`src/rtl/core/hesd_pkg.sv`:
```
// ----------------------------------------------------------------------------
// HTML entity stream decoder package
// Shared constants, reference tables and types of the decoder.
// ----------------------------------------------------------------------------
package hesd_pkg;

   localparam int MaxDigits   = 6;
   localparam int NumNamed    = 9;
   localparam int NamedMaxLen = 8;
   localparam int NamedPosW   = $clog2(NamedMaxLen);
   localparam int PendDepth   = (MaxDigits + 4 > NamedMaxLen) ? MaxDigits + 4 : NamedMaxLen;
   localparam int CntW        = $clog2(PendDepth + 1);
   localparam int ValW        = 4 * MaxDigits;
   localparam int DigW        = $clog2(MaxDigits + 1);
   localparam int CpW         = 21;
   localparam int QueueDepth  = 4;
   localparam int QPtrW       = $clog2(QueueDepth);
   localparam int QCntW       = $clog2(QueueDepth + 1);

   localparam logic [31:0] CodeMax = 32'h0010_FFFF;

   localparam logic [1:0] LevelNamed   = 2'd0;
   localparam logic [1:0] LevelNumeric = 2'd1;
   localparam logic [1:0] LevelExtra   = 2'd2;

   localparam logic [7:0] CharAmp  = 8'h26;
   localparam logic [7:0] CharHash = 8'h23;
   localparam logic [7:0] CharX    = 8'h78;
   localparam logic [7:0] CharSemi = 8'h3B;
   localparam logic [7:0] CharPad  = 8'h00;

   localparam logic [0:NumNamed-1][0:NamedMaxLen-1][7:0] NamedText = '{
      '{"&", "a", "m", "p", ";", CharPad, CharPad, CharPad},
      '{"&", "l", "t", ";", CharPad, CharPad, CharPad, CharPad},
      '{"&", "g", "t", ";", CharPad, CharPad, CharPad, CharPad},
      '{"&", "q", "u", "o", "t", ";", CharPad, CharPad},
      '{"&", "a", "p", "o", "s", ";", CharPad, CharPad},
      '{"&", "p", "l", "u", "s", ";", CharPad, CharPad},
      '{"&", "e", "q", "u", "a", "l", "s", ";"},
      '{"&", "n", "b", "s", "p", ";", CharPad, CharPad},
      '{"&", "m", "i", "n", "u", "s", ";", CharPad}
   };

   localparam logic [0:NumNamed-1][3:0] NamedLen = '{
      4'd5, 4'd4, 4'd4, 4'd6, 4'd6, 4'd6, 4'd8, 4'd6, 4'd7
   };

   localparam logic [0:NumNamed-1][7:0] NamedValue = '{
      8'h26, 8'h3C, 8'h3E, 8'h22, 8'h27, 8'h2B, 8'h3D, 8'h20, 8'h2D
   };

   // Entries that are only recognized at the extended level.
   localparam logic [0:NumNamed-1] NamedExtraOnly = 9'b000000011;

   typedef struct packed {
      logic [PendDepth-1:0][7:0] bytes;
      logic [CntW-1:0]           len;
      logic                      is_cp;
      logic [CpW-1:0]            cp;
      logic                      last;
   } cmd_type;

   typedef struct packed {
      logic full;
      logic empty;
   } q_status_type;

endpackage

```
`src/rtl/core/hesd_front.sv`:
```
// ----------------------------------------------------------------------------
// HTML entity stream decoder front end
// Accepts input bytes, tracks the open reference and issues output commands.
// ----------------------------------------------------------------------------
module hesd_front (
   input  logic                  clock,
   input  logic                  reset,
   input  logic                  csr_wen,
   input  logic [1:0]            csr_wdata,
   input  logic                  req_tvalid,
   output logic                  req_tready,
   input  logic [7:0]            req_tdata,
   input  logic                  req_tlast,
   input  hesd_pkg::q_status_type q_status,
   output logic                  push,
   output hesd_pkg::cmd_type     push_cmd
);
   import hesd_pkg::*;

   typedef enum logic [2:0] {
      NUM_OFF,
      NUM_AMP,
      NUM_HASH,
      NUM_HEX,
      NUM_DEC
   } num_phase_type;

   logic [1:0]                level_ff;
   logic [CntW-1:0]           pcnt_ff, pcnt_in;
   logic [0:NumNamed-1]       named_ff, named_in;
   num_phase_type             phase_ff, phase_in;
   logic [ValW-1:0]           val_ff, val_in;
   logic [DigW-1:0]           dig_ff, dig_in;
   logic [PendDepth-1:0][7:0] pend_ff, pend_in;

   logic                accept, pend_empty, is_amp;
   logic                numeric_en;
   logic [0:NumNamed-1] named_start, named_hit, named_done;
   logic                named_more, named_fin;
   logic [7:0]          named_val;
   logic                num_more, num_fin;
   num_phase_type       num_phase;
   logic [ValW-1:0]     num_val;
   logic [DigW-1:0]     num_dig;
   logic                fin, more, dead, hold, restart;
   num_phase_type       start_phase;

   function automatic logic [4:0] hex_digit(input logic [7:0] c);
      logic [4:0] r;
      r = 5'h10;
      if (c >= "0" && c <= "9") begin
         r = {1'b0, 4'(c - "0")};
      end else if (c >= "a" && c <= "f") begin
         r = {1'b0, 4'(c - "a" + 8'd10)};
      end else if (c >= "A" && c <= "F") begin
         r = {1'b0, 4'(c - "A" + 8'd10)};
      end
      return r;
   endfunction

   function automatic logic [4:0] dec_digit(input logic [7:0] c);
      logic [4:0] r;
      r = 5'h10;
      if (c >= "0" && c <= "9") begin
         r = {1'b0, 4'(c - "0")};
      end
      return r;
   endfunction

   assign req_tready  = !q_status.full;
   assign accept      = req_tvalid && req_tready;
   assign pend_empty  = (pcnt_ff == '0);
   assign is_amp      = (req_tdata == CharAmp);
   assign numeric_en  = (level_ff == LevelNumeric) || (level_ff == LevelExtra);
   assign named_start = (level_ff == LevelExtra) ? '1 : ~NamedExtraOnly;
   assign start_phase = numeric_en ? NUM_AMP : NUM_OFF;

   always_comb begin
      named_val = '0;
      for (int i = 0; i < NumNamed; i++) begin
         named_hit[i]  = named_ff[i] && (pcnt_ff < CntW'(NamedLen[i]))
                         && (NamedText[i][pcnt_ff[NamedPosW-1:0]] == req_tdata);
         named_done[i] = named_hit[i] && (pcnt_ff == CntW'(NamedLen[i] - 4'd1));
         if (named_done[i]) begin
            named_val = NamedValue[i];
         end
      end
      named_more = |(named_hit & ~named_done);
      named_fin  = |named_done;
   end

   always_comb begin
      logic [4:0] d;
      d         = (phase_ff == NUM_HEX) ? hex_digit(req_tdata) : dec_digit(req_tdata);
      num_more  = 1'b0;
      num_fin   = 1'b0;
      num_phase = NUM_OFF;
      num_val   = val_ff;
      num_dig   = dig_ff;
      case (phase_ff)
         NUM_AMP: begin
            if (req_tdata == CharHash) begin
               num_more  = 1'b1;
               num_phase = NUM_HASH;
            end
         end
         NUM_HASH: begin
            if (req_tdata == CharX) begin
               num_more  = 1'b1;
               num_phase = NUM_HEX;
               num_val   = '0;
               num_dig   = '0;
            end else if (!d[4]) begin
               num_more  = 1'b1;
               num_phase = NUM_DEC;
               num_val   = ValW'(d[3:0]);
               num_dig   = DigW'(1);
            end
         end
         NUM_HEX, NUM_DEC: begin
            if (req_tdata == CharSemi) begin
               num_fin = (dig_ff != '0) && (32'(val_ff) <= CodeMax);
            end else if (!d[4] && (dig_ff < DigW'(MaxDigits))) begin
               num_more  = 1'b1;
               num_phase = phase_ff;
               num_dig   = dig_ff + 1'b1;
               if (phase_ff == NUM_HEX) begin
                  num_val = (val_ff << 4) | ValW'(d[3:0]);
               end else begin
                  num_val = (val_ff << 3) + (val_ff << 1) + ValW'(d[3:0]);
               end
            end
         end
         default: begin
         end
      endcase
   end

   assign fin     = !pend_empty && (named_fin || num_fin);
   assign more    = !pend_empty && !fin && (named_more || num_more);
   assign dead    = !pend_empty && !fin && !more;
   assign hold    = !req_tlast && ((pend_empty && is_amp) || more);
   assign restart = is_amp && !req_tlast && dead;
   assign push    = accept && !hold;

   always_comb begin
      for (int i = 0; i < PendDepth; i++) begin
         pend_in[i] = (pcnt_ff == CntW'(i)) ? req_tdata : pend_ff[i];
      end
      push_cmd.bytes = pend_in;
      if (fin && named_fin) begin
         push_cmd.bytes[0] = named_val;
      end
      if (pend_empty || (fin && named_fin)) begin
         push_cmd.len = CntW'(1);
      end else if (fin) begin
         push_cmd.len = '0;
      end else if (restart) begin
         push_cmd.len = pcnt_ff;
      end else begin
         push_cmd.len = pcnt_ff + 1'b1;
      end
      push_cmd.is_cp = fin && !named_fin;
      push_cmd.cp    = CpW'(val_ff);
      push_cmd.last  = req_tlast;
   end

   always_comb begin
      pcnt_in  = pcnt_ff;
      named_in = named_ff;
      phase_in = phase_ff;
      val_in   = val_ff;
      dig_in   = dig_ff;
      if (accept) begin
         if (hold && pend_empty) begin
            pcnt_in  = CntW'(1);
            named_in = named_start;
            phase_in = start_phase;
         end else if (hold) begin
            pcnt_in  = pcnt_ff + 1'b1;
            named_in = named_hit;
            phase_in = num_phase;
            val_in   = num_val;
            dig_in   = num_dig;
         end else if (restart) begin
            pcnt_in  = CntW'(1);
            named_in = named_start;
            phase_in = start_phase;
         end else begin
            pcnt_in  = '0;
         end
      end
   end

   always_ff @(posedge clock) begin
      if (reset) begin
         level_ff <= LevelNamed;
         pcnt_ff  <= '0;
         named_ff <= '0;
         phase_ff <= NUM_OFF;
         val_ff   <= '0;
         dig_ff   <= '0;
      end else begin
         if (csr_wen) begin
            level_ff <= csr_wdata;
         end
         pcnt_ff  <= pcnt_in;
         named_ff <= named_in;
         phase_ff <= phase_in;
         val_ff   <= val_in;
         dig_ff   <= dig_in;
      end
   end

   always_ff @(posedge clock) begin
      if (accept) begin
         pend_ff <= pend_in;
      end
   end

endmodule

```
`src/rtl/core/hesd_queue.sv`:
```
// ----------------------------------------------------------------------------
// HTML entity stream decoder command queue
// Small first-in first-out buffer between the front end and the back end.
// ----------------------------------------------------------------------------
module hesd_queue (
   input  logic                   clock,
   input  logic                   reset,
   input  logic                   push,
   input  hesd_pkg::cmd_type      push_cmd,
   input  logic                   pop,
   output hesd_pkg::cmd_type      head_cmd,
   output hesd_pkg::q_status_type status
);
   import hesd_pkg::*;

   cmd_type          slot_ff [QueueDepth];
   logic [QPtrW-1:0] wr_ptr_ff, wr_ptr_in;
   logic [QPtrW-1:0] rd_ptr_ff, rd_ptr_in;
   logic [QCntW-1:0] count_ff, count_in;

   assign head_cmd     = slot_ff[rd_ptr_ff];
   assign status.full  = (count_ff == QCntW'(QueueDepth));
   assign status.empty = (count_ff == '0);

   always_comb begin
      wr_ptr_in = wr_ptr_ff;
      rd_ptr_in = rd_ptr_ff;
      count_in  = count_ff;
      if (push) begin
         wr_ptr_in = (wr_ptr_ff == QPtrW'(QueueDepth - 1)) ? '0 : wr_ptr_ff + 1'b1;
      end
      if (pop) begin
         rd_ptr_in = (rd_ptr_ff == QPtrW'(QueueDepth - 1)) ? '0 : rd_ptr_ff + 1'b1;
      end
      if (push && !pop) begin
         count_in = count_ff + 1'b1;
      end else if (pop && !push) begin
         count_in = count_ff - 1'b1;
      end
   end

   always_ff @(posedge clock) begin
      if (reset) begin
         wr_ptr_ff <= '0;
         rd_ptr_ff <= '0;
         count_ff  <= '0;
      end else begin
         wr_ptr_ff <= wr_ptr_in;
         rd_ptr_ff <= rd_ptr_in;
         count_ff  <= count_in;
      end
   end

   always_ff @(posedge clock) begin
      if (push) begin
         slot_ff[wr_ptr_ff] <= push_cmd;
      end
   end

endmodule

```
`src/rtl/core/hesd_back.sv`:
```
// ----------------------------------------------------------------------------
// HTML entity stream decoder back end
// Expands commands into output bytes, including UTF-8 encoding of code points.
// ----------------------------------------------------------------------------
module hesd_back (
   input  logic                   clock,
   input  logic                   reset,
   input  hesd_pkg::cmd_type      head_cmd,
   input  hesd_pkg::q_status_type q_status,
   output logic                   pop,
   output logic                   rsp_tvalid,
   input  logic                   rsp_tready,
   output logic [7:0]             rsp_tdata,
   output logic                   rsp_tlast
);
   import hesd_pkg::*;

   logic [PendDepth-1:0][7:0] vec_ff, vec_in;
   logic [CntW-1:0]           cnt_ff, cnt_in;
   logic                      last_ff, last_in;
   logic [PendDepth-1:0][7:0] utf_vec;
   logic [CntW-1:0]           utf_len;

   always_comb begin
      logic [CpW-1:0] cp;
      cp      = head_cmd.cp;
      utf_vec = '0;
      if (cp < CpW'(32'h80)) begin
         utf_vec[0] = cp[7:0];
         utf_len    = CntW'(1);
      end else if (cp < CpW'(32'h800)) begin
         utf_vec[0] = {3'b110, cp[10:6]};
         utf_vec[1] = {2'b10, cp[5:0]};
         utf_len    = CntW'(2);
      end else if (cp < CpW'(32'h10000)) begin
         utf_vec[0] = {4'b1110, cp[15:12]};
         utf_vec[1] = {2'b10, cp[11:6]};
         utf_vec[2] = {2'b10, cp[5:0]};
         utf_len    = CntW'(3);
      end else begin
         utf_vec[0] = {5'b11110, cp[20:18]};
         utf_vec[1] = {2'b10, cp[17:12]};
         utf_vec[2] = {2'b10, cp[11:6]};
         utf_vec[3] = {2'b10, cp[5:0]};
         utf_len    = CntW'(4);
      end
   end

   always_comb begin
      pop     = 1'b0;
      vec_in  = vec_ff;
      cnt_in  = cnt_ff;
      last_in = last_ff;
      if ((cnt_ff > CntW'(1)) && rsp_tready) begin
         vec_in = vec_ff >> 8;
         cnt_in = cnt_ff - 1'b1;
      end else if ((cnt_ff == '0) || rsp_tready) begin
         cnt_in = '0;
         if (!q_status.empty) begin
            pop     = 1'b1;
            last_in = head_cmd.last;
            if (head_cmd.is_cp) begin
               vec_in = utf_vec;
               cnt_in = utf_len;
            end else begin
               vec_in = head_cmd.bytes;
               cnt_in = head_cmd.len;
            end
         end
      end
   end

   assign rsp_tvalid = (cnt_ff != '0);
   assign rsp_tdata  = vec_ff[0];
   assign rsp_tlast  = last_ff && (cnt_ff == CntW'(1));

   always_ff @(posedge clock) begin
      if (reset) begin
         cnt_ff <= '0;
      end else begin
         cnt_ff <= cnt_in;
      end
   end

   always_ff @(posedge clock) begin
      vec_ff  <= vec_in;
      last_ff <= last_in;
   end

endmodule

```
`src/rtl/core/html_entity_stream_decoder.sv`:
```
// ----------------------------------------------------------------------------
// HTML entity stream decoder
// Replaces HTML character references in a byte stream with decoded bytes.
// ----------------------------------------------------------------------------
// The decoder takes one input byte per cycle until the 4-entry command queue
// between the front end and the back end is full, and delivers one output byte
// per cycle while rsp_tready is high. A byte that closes a reference, fails a
// candidate reference or ends the text turns into a burst of 1 to 10 output
// bytes (UTF-8 of up to 4 bytes, or the held bytes of a failed candidate) for
// the back end to send. The user must write the decode level via csr_wen and
// csr_wdata only while the decoder is idle; the block does not enforce it.
module html_entity_stream_decoder (
   input  logic       clock,
   input  logic       reset,
   input  logic       csr_wen,
   input  logic [1:0] csr_wdata,    // decode_level
   input  logic       req_tvalid,
   output logic       req_tready,
   input  logic [7:0] req_tdata,    // in_byte
   input  logic       req_tlast,
   output logic       rsp_tvalid,
   input  logic       rsp_tready,
   output logic [7:0] rsp_tdata,    // out_byte
   output logic       rsp_tlast
);
   import hesd_pkg::*;

   q_status_type q_status;
   logic         push, pop;
   cmd_type      push_cmd, head_cmd;

   hesd_front u_front (
      .clock      (clock),
      .reset      (reset),
      .csr_wen    (csr_wen),
      .csr_wdata  (csr_wdata),
      .req_tvalid (req_tvalid),
      .req_tready (req_tready),
      .req_tdata  (req_tdata),
      .req_tlast  (req_tlast),
      .q_status   (q_status),
      .push       (push),
      .push_cmd   (push_cmd)
   );

   hesd_queue u_queue (
      .clock    (clock),
      .reset    (reset),
      .push     (push),
      .push_cmd (push_cmd),
      .pop      (pop),
      .head_cmd (head_cmd),
      .status   (q_status)
   );

   hesd_back u_back (
      .clock      (clock),
      .reset      (reset),
      .head_cmd   (head_cmd),
      .q_status   (q_status),
      .pop        (pop),
      .rsp_tvalid (rsp_tvalid),
      .rsp_tready (rsp_tready),
      .rsp_tdata  (rsp_tdata),
      .rsp_tlast  (rsp_tlast)
   );

endmodule

```
`config.mk`:
```
export PLATFORM = sky130hd
export DESIGN_NAME = html_entity_stream_decoder
export DESIGN_NICKNAME = d
export VERILOG_FILES = /design/src/rtl/core/hesd_pkg.sv /design/src/rtl/core/hesd_front.sv /design/src/rtl/core/hesd_queue.sv /design/src/rtl/core/hesd_back.sv /design/src/rtl/core/html_entity_stream_decoder.sv
export SDC_FILE = /design/constraint.sdc
export NUM_CORES = 1
export LEC_CHECK = 0
export BUFFER_PORTS_ARGS = -buffer_cell sky130_fd_sc_hd__buf_2
export CAP_MARGIN = 20
export CORE_ASPECT_RATIO = 0.7
export CORE_MARGIN = 4
export CORE_UTILIZATION = 58
export DETAILED_ROUTE_END_ITERATION = 10
export GPL_TIMING_DRIVEN = 0
export PLACE_DENSITY = 0.7
export SLEW_MARGIN = 20
export SYNTH_ARGS = -nofsm -noshare
export SYNTH_HDL_FRONTEND = slang
export SYNTH_SLANG_ARGS = --single-unit
```
`constraint.sdc`:
```
create_clock -name clock -period 10.15 [get_ports clock]
set_input_delay 3.045 -clock clock [delete_from_list [all_inputs] [get_ports clock]]
set_output_delay 3.045 -clock clock [all_outputs]
set_load 0.01 [all_outputs]
```
==> impl_metrics.csv <==
group,metric,value,unit
floorplan,ios,27,
place,gp_congestion,0.947,
setup_path,worstPathArrival,8.46,ns
yosys,synth_edf_count,581,
setup_path,worstSetupPathType,"input port to register",
yosys,synthArstFlopShare,0,%
pwr,power.density,247,mW/mm²
yosys,ys_seq_elements,647,
drt,routed_via_density,6.44,
drt,drc,0,
sta,worst_slew_pin_slew,1.14,ns
yosys,synth_top_area_share,60.4,%
drt,routed_wl,75.0,mm
sta,setup_viol,0,
clock_network,cts_root_buffer,"clkbuf_16",
setup_path,cp-end-kind,"register",
sta,timing.hold.ws,0.467,ns
run,maxCapViolCount,0,
hold_path,min-delay-path-class,"register to register",
floorplan,die_h,195,µm
floorplan,die_area,0.0535,mm²
status,outcome,"completed",
yosys,synthFlopType,"edfxtp_1",
sta,fmax,126,MHz
clock_network,hold_buffers,0,
clock_network,clk_pin_slew,0.06,ns
clock_network,insertion_delay,0.63,ns
yosys,synthesis.nets,2090,
grt,grt_pass1_vias,17700,
sta,fin_crit,7.91,ns
grt,antenna_found_initial,2,
clock_network,cts_resized,0,
yosys,synth_cell_type_count,95,
setup_path,crit_path_max_fanout,11,
drt,wl_per_cell,26.7,µm
finish,areaGrowthSynthToFinish,10.7,%
sta,hold_viol,0,
sta,maxSlewViolCount,0,
finish,final_nets,2190,
yosys,synth_area_leaders,"edfxtp_1 (60%), mux4_2 (8.3%), dfxtp_1 (4.6%)",
grt,grt_pass1_wl,112,mm
sta,relSlewSlack,24.2,%
clock_network,clockBufferDepth,3,
drt,drt-pass1-iter-count,6,
place,hpwl,50.8,mm
sta,setup_ws,2.24,ns
floorplan,core_area,0.0493,mm²
finish,final_common_cell,"edfxtp_1",
clock_network,cts_buffers,58,
grt,grt_max_degree,45,
sta,finalCritPeriodShare,78.0,%
place,pre_cts_ws,1.71,ns
clock_network,cts_tree,"done",
grt,grt-ovfl-total,0,
place,dpl_cell_area,0.0302,mm²
finish,final_cell_mix,"edfxtp_1 (581), nand2_1 (248), nor2_1 (118)",
pwr,p_total,7900,µW
drt,ant_nets,0,
pwr,ir_drop,0.197,mV
place,port_buffers,24,
finish,stdcell_area,0.0320,mm²
yosys,syn_area_per_cell,14.4,µm²
clock_network,htreeDepth,2,
sta,skew,0.0303,ns
floorplan,rows,68,
pwr,p_leak,0.0108,µW
floorplan,die_w,275,µm
yosys,synth_cells,2005,
clock_network,cts_num_sinks,647,
yosys,yosysTopAreaCell,"edfxtp_1",
yosys,yosys_warnings,0,
setup_path,critPathLaunchType,"input port",
grt,track_usage,28.2,%
clock_network,cts_setup_buffers,0,
drt,vias,18100,
drt,drtIter0Drc,2372,
yosys,netlist_area,0.0289,mm²
yosys,ys_seq_area_share,65.0,%
finish,drive_gt1_share,16.4,%
floorplan,initial_core_util,58.6,%
sta,rsz0062_at_grt,"no",
finish,diodes,0,
setup_path,critical_path_required,10.69,ns
power breakdown:
group          internal (µW)  switching [µW]
Combinational            771            1420
Sequential              3520             116
Clock                   1150             936
Total                   5430            2470
cell type report:
cell class | count | area, µm²
plain buffers | 131 | 634
clock buffers | 83 | 1610
clock inverters | 21 | 174
fillers | 3582 | 17300
inverters | 31 | 124
multi-input cells | 1196 | 9380
flip-flops and latches | 647 | 18800
well taps | 665 | 832
repair buffers | 40 | 454
state kept, by name, indices dropped and copies added, names as in the netlist, 4 cells and up, named ones only:
register          cells
u_queue.slot_ff     428
u_front.pend_ff      80
u_back.vec_ff        72
u_front.val_ff       24
u_front.named_ff      9
u_back.rsp_tdata      8
u_back.cnt_ff         4
u_front.pcnt_ff       4
synthesized netlist by cell type (5+ instances only):
master / n
a211o_1: 7
a211oi_1: 19
a21o_1: 10
a21oi_1: 66
a221oi_1: 28
a2bb2oi_1: 7
a31oi_1: 10
a32o_1: 8
and2_1: 15
and3_1: 6
buf_1: 9
buf_2: 29
buf_4: 11
buf_6: 5
clkbuf_1: 75
dfxtp_1: 66
edfxtp_1: 581
ha_1: 66
inv_1: 28
mux2_2: 41
mux2i_1: 17
mux4_2: 106
nand2_1: 248
nand2b_1: 17
nand3_1: 62
nand3b_1: 5
nand4_1: 12
nor2_1: 118
nor2b_1: 18
nor3_1: 35
o2111ai_1: 5
o211ai_1: 12
o21a_1: 14
o21ai_0: 85
o31ai_1: 5
or3_1: 10
or4_1: 8
xnor2_1: 25
xor2_1: 17
worst max-delay path, cell delays in order:
cell	delay, ns
buf_2	0.23
inv_1	0.11
clkbuf_2	0.42
ha_1	0.36
nand2b_1	0.12
o211ai_1	0.15
or2_2	0.37
nor2_1	0.09
o21ai_0	0.07
o31ai_1	0.16
ha_1	0.32
ha_1	0.22
inv_1	0.07
fa_1	0.20
nor2b_1	0.07
o31ai_1	0.34
a21oi_1	0.18
o2111ai_1	0.22
a41oi_1	0.26
a221oi_1	0.49
o211ai_1	0.22
a21oi_1	0.22
mux2i_1	0.29
o221a_1	0.23
path summary, 6_finish.rpt:
kind | start | endpoint | slack [ns] | depth (start not counted)
min reg2reg | u_back.vec_ff[73] | u_back.vec_ff[73] | 0.47 | 1
max reg2reg | u_front.pcnt_ff[0] | u_queue.slot_ff[1][98] | 4.08 | 14
max | req_tdata[1] | u_front.val_ff[22] | 2.24 | 24
min | u_back.vec_ff[73] | u_back.vec_ff[73] | 0.47 | 1
through the flow:
step                      utilization [%]  cells  setup TNS [ns]
after floorplan                         -   2005               0
after CTS                            64.9   2813               0
final                                64.9   2814               0
after global routing                 64.9   2814               0
after global placement               60.6   2694         -728.14
after detailed placement             61.3   2709               0
kinds of logic (layout without fill, tap and decap cells):
kind of cell,after synthesis,after routing,share of synthesized area (%)
xor+xnor,42,42,1.27
fa+ha+maj,69,69,3.07
buf+inv,162,306,2.58
flops,647,647,65.0
compound gates,334,334,8.16
mux,164,164,10.5
simple gates,587,587,9.49
per-layer routing:
metal | vias to the layer above | global-route usage (%) | wire length, µm
met4 | 6 | 6.97 | 1690
met2 | 921 | 39.2 | 32000
met5 | - | 0 | 41
li1 | 7943 | - | -
met1 | 9137 | 44.6 | 32900
met3 | 118 | 7.73 | 8420
(Power assumes the default switching activity.)
